===== src/rtl/rsas_pkg.sv =====
// Package for the rotated sorted array search block.
// Holds widths, codes, state types and the controller/datapath command and status bundles.
// No dependencies.
package rsas_pkg;

    localparam int DEPTH_DEF = 1024;
    localparam int DATA_W    = 32;
    localparam int POS_W     = 10;

    localparam logic MODE_LOAD   = 1'b0;
    localparam logic MODE_SEARCH = 1'b1;

    typedef enum logic [2:0] {
        ST_IDLE,
        ST_LOW,
        ST_MID,
        ST_HIGH,
        ST_CMP
    } t_state;

    typedef enum logic [1:0] {
        RD_LOW,
        RD_MID,
        RD_HIGH
    } t_rd_sel;

    typedef struct packed {
        logic    load;
        logic    init;
        logic    rd_en;
        t_rd_sel rd_sel;
        logic    cap_low;
        logic    cap_mid;
        logic    step;
        logic    miss;
    } t_cmd;

    typedef struct packed {
        logic live;
        logic hit;
    } t_status;

endpackage


===== src/rtl/rsas_ctrl.sv =====
// Controller for the rotated sorted array search block.
// Sequences the three element reads and the compare of each halving step.
// Depends on rsas_pkg.
module rsas_ctrl (
    input  logic             i_clk,
    input  logic             i_rst_n,
    input  logic             i_start,
    input  logic             i_mode,
    input  rsas_pkg::t_status i_status,
    output rsas_pkg::t_cmd   o_cmd,
    output logic             o_busy
);
    import rsas_pkg::*;

    t_state r_state;
    t_state n_state;

    always_ff @(posedge i_clk) begin
        if (!i_rst_n) begin
            r_state <= ST_IDLE;
        end else begin
            r_state <= n_state;
        end
    end

    always_comb begin
        n_state = r_state;
        unique case (r_state)
            ST_IDLE: begin
                if (i_start && i_mode == MODE_SEARCH) begin
                    n_state = ST_LOW;
                end
            end
            ST_LOW: begin
                n_state = i_status.live ? ST_MID : ST_IDLE;
            end
            ST_MID:  n_state = ST_HIGH;
            ST_HIGH: n_state = ST_CMP;
            ST_CMP: begin
                n_state = i_status.hit ? ST_IDLE : ST_LOW;
            end
            default: n_state = ST_IDLE;
        endcase
    end

    always_comb begin
        o_cmd  = '0;
        o_busy = 1'b1;
        unique case (r_state)
            ST_IDLE: begin
                o_busy     = 1'b0;
                o_cmd.load = i_start && i_mode == MODE_LOAD;
                o_cmd.init = i_start && i_mode == MODE_SEARCH;
            end
            ST_LOW: begin
                o_cmd.rd_en  = i_status.live;
                o_cmd.rd_sel = RD_LOW;
                o_cmd.miss   = !i_status.live;
            end
            ST_MID: begin
                o_cmd.rd_en   = 1'b1;
                o_cmd.rd_sel  = RD_MID;
                o_cmd.cap_low = 1'b1;
            end
            ST_HIGH: begin
                o_cmd.rd_en   = 1'b1;
                o_cmd.rd_sel  = RD_HIGH;
                o_cmd.cap_mid = 1'b1;
            end
            ST_CMP: begin
                o_cmd.step = 1'b1;
            end
            default: begin
                o_busy = 1'b1;
            end
        endcase
    end

endmodule


===== config.mk =====
export PLATFORM = sky130hd
export DESIGN_NAME = rsas_ctrl
export DESIGN_NICKNAME = d
export VERILOG_FILES = /design/src/rtl/rsas_pkg.sv /design/src/rtl/rsas_ctrl.sv
export SDC_FILE = /design/constraint.sdc
export NUM_CORES = 1
export LEC_CHECK = 0
export BUFFER_PORTS_ARGS = -buffer_cell sky130_fd_sc_hd__buf_4
export CAP_MARGIN = 30
export CORE_AREA = 2 2 39 41
export DETAILED_ROUTE_END_ITERATION = 8
export DIE_AREA = 0 0 41 43
export PLACE_DENSITY_LB_ADDON = 0.25
export REMOVE_ABC_BUFFERS = 1
export SLEW_MARGIN = 10
export SYNTH_ARGS = -nofsm -noshare
export SYNTH_HDL_FRONTEND = slang
export SYNTH_SLANG_ARGS = --single-unit

===== constraint.sdc =====
create_clock -name i_clk -period 1 [get_ports i_clk]
set_input_delay 0.05 -clock i_clk [delete_from_list [all_inputs] [get_ports i_clk]]
set_output_delay 0.05 -clock i_clk [all_outputs]
set_load 0.1 [all_outputs]

==> metrics <==
Port Buffers=15; chain of cells forming the critical path=nor3_4 > inv_2 > nor3b_2 > buf_6; most frequent cells in the layout=buf_4 (12), buf_6 (7), buf_12 (6), clkbuf_4 (3), dfxtp_4 (3); status=finished, violations left; fin crit share=1.343; top-area cell type share of the netlist area=0.2487; #FFs+latches synth=3; vias in the first global route=270; Vias=approximately 280; CTS tree=done; Slew HR=0.8078; worst skew pair latency=approximately 230 ps; max-cap violations=0; Final Hold Violating Endpoints=0; Initial Util=0.1745; gpl congestion=about 0.65; GRT Util Overall=0.09629; die area=1763 um2; Largest regs=r_state x3; Max Clock Freq=around 740 MHz; Core Region=about 1400 um2; Post-CTS Hold Buffers=0; placed cell area=384.1 um2; Area Overhead vs Synth=146.6%; DRC=0; YS warnings=0; number of nets in the layout=58; Rows=14; worst clock skew=1.015 ps; Cell Pwr Density=roughly 1100 nW/um2; Synth cell types=20; Filler Cells Inserted=143; total power=0.6454 mW; Tmin final=~1300 ps; RSZ-0062 raised after global routing=yes; Static Leakage=0.2612 nW; maximum VDD drop=~450 uV; CP max stage cell=dfxtp_4; die width=about 41 um; Top reg by flops=r_state; Worst path max stage delay=roughly 360 ps; peak fanout along the critical path=5; Mapped Cells=26; Max clock buf depth=2; most common cell after layout, fill and taps aside=buf_4; failing checks=negative setup slack; post-route cell area=roughly 600 um2; drt wl/cell=11.24 um; Sink Count=3; critical path class=reg2out; Avg Cell Area, Syn=9.288 um2; H-tree Lvls=1; Worst Hold Class=in2reg; drt first-iter violations=3; post-layout util=0.4304; Crit path arrival time=approximately 1300 ps; initial antenna violation count=0; largest net degree at the start of global routing=11; CP Launch Type=flip-flop; DR pass1 iterations=3; Mapped Area=241.5 um2; final number of setup-violating endpoints=11; antenna-violating nets left=0; WP data required=about 950 ps; max reg flops=3; cell taking the most area after synthesis=dfxtp_1; Worst R2R Setup Slack=-80 ps; Die Y-Extent=43 um; Reg area=71.32 um2; drt via density=about 4.2; Num CTS Buffers=3; first-pass GRT wire length=~1100 um; layout cells sized above 1=0.8235; register area share after synthesis=0.2487; final wirelength=approximately 750 um; Root Driver=clkbuf_4; Pins Over Slew Limit=0; worst setup margin=-342.6 ps; DP Wirelength=~450 um; Slew @ Worst Pin=between 200 and 300 ps; clock-pin slew on the worst setup and hold paths=40 ps; top area cells in the synthesized netlist=dfxtp_1 (25%), nor3b_2 (10%), buf_6 (9.3%); Setup crit end kind=output port; area of the multi-input gates=approximately 190 um2; Fin Hold WS=between 40 and 50 ps; I/O pins=16; Remaining Overflow, GRT=0; # diodes=0
==> cells by family (layout without fill, tap and decap cells) <==
logic type             after synthesis  after routing  synth area share
flip-flops                           3              3            0.2487
AND/OR/NAND/NOR                     14             14            0.4819
buffers and inverters                5             30            0.1606
AO/OA/AOI/OAI                        4              4            0.1088
==> timing repair <==
action	4_1_cts	5_1_grt
setup buffers	2	3
pin swaps	4	2
setup endpoints to repair	12	11
resized for setup	36	4
==> report_power, final <==
group | switching, mW | leakage, nW | internal (mW) | total, mW
registers | 0.0122 | 0.0267 | 0.120 | 0.133
logic | 0.185 | 0.220 | 0.120 | 0.305
clock network | 0.0586 | 0.0150 | 0.149 | 0.208
==> cell usage after synthesis <==
library cell and count:
a211oi_1 1, a21oi_1 2, and2_1 1, and3_1 1
and3b_1 1, and3b_2 1, buf_2 1, buf_4 1
buf_6 2, dfxtp_1 3, inv_2 1, nand2b_1 2
nand3b_1 1, nor2_1 1, nor3_2 1, nor3b_1 1
nor3b_2 2, nor4b_1 1, nor4bb_1 1, o21ai_2 1
==> path summary, 6_finish.rpt <==
kind | startpoint | to | depth (start not counted)
hold reg to reg | r_state[1] | r_state[1] | 2
setup reg to reg | r_state[2] | r_state[2] | 4
hold / removal | i_rst_n | r_state[2] | 2
setup / recovery | r_state[2] | o_cmd[8] | 4
==> worst max-delay path: cells and delay by family (launching register included) <==
kind / cells / cell delay, ps
buffers and inverters: 2 / 320
DFF: 1 / 360
and+or+nand+nor: 2 / 390
==> per-layer routing <==
| metal | global-route usage | up-vias | wire, um |
|---|---|---|---|
| li1 | - | 140 | - |
| met1 | 0.09615 | 130 | 304 |
| met2 | 0.1375 | 9 | 399 |
| met3 | 0.03665 | 2 | 32 |
| met4 | 0.1000 | 0 | 17 |
| met5 | 0 | - | 0 |
==> through the flow <==
step	cells	worst slack [ps]	setup TNS [ps]
finish	67	-342.6	-2764
global route	67	-395.5	-3295
CTS	65	-334.1	-2666
detailed placement	59	-156.3	-930.6
global placement	59	-158.9	-1032
floorplan	22	-2642	-11620
==> final cells by class <==
type,count,share of cell area
clock buffers,4,0.04412
repair buffers,25,0.4853
inverters,1,0.006303
well taps,16,0.03361
multi-input cells,18,0.3109
flip-flops and latches,3,0.1197
(Power assumes the default switching activity.)
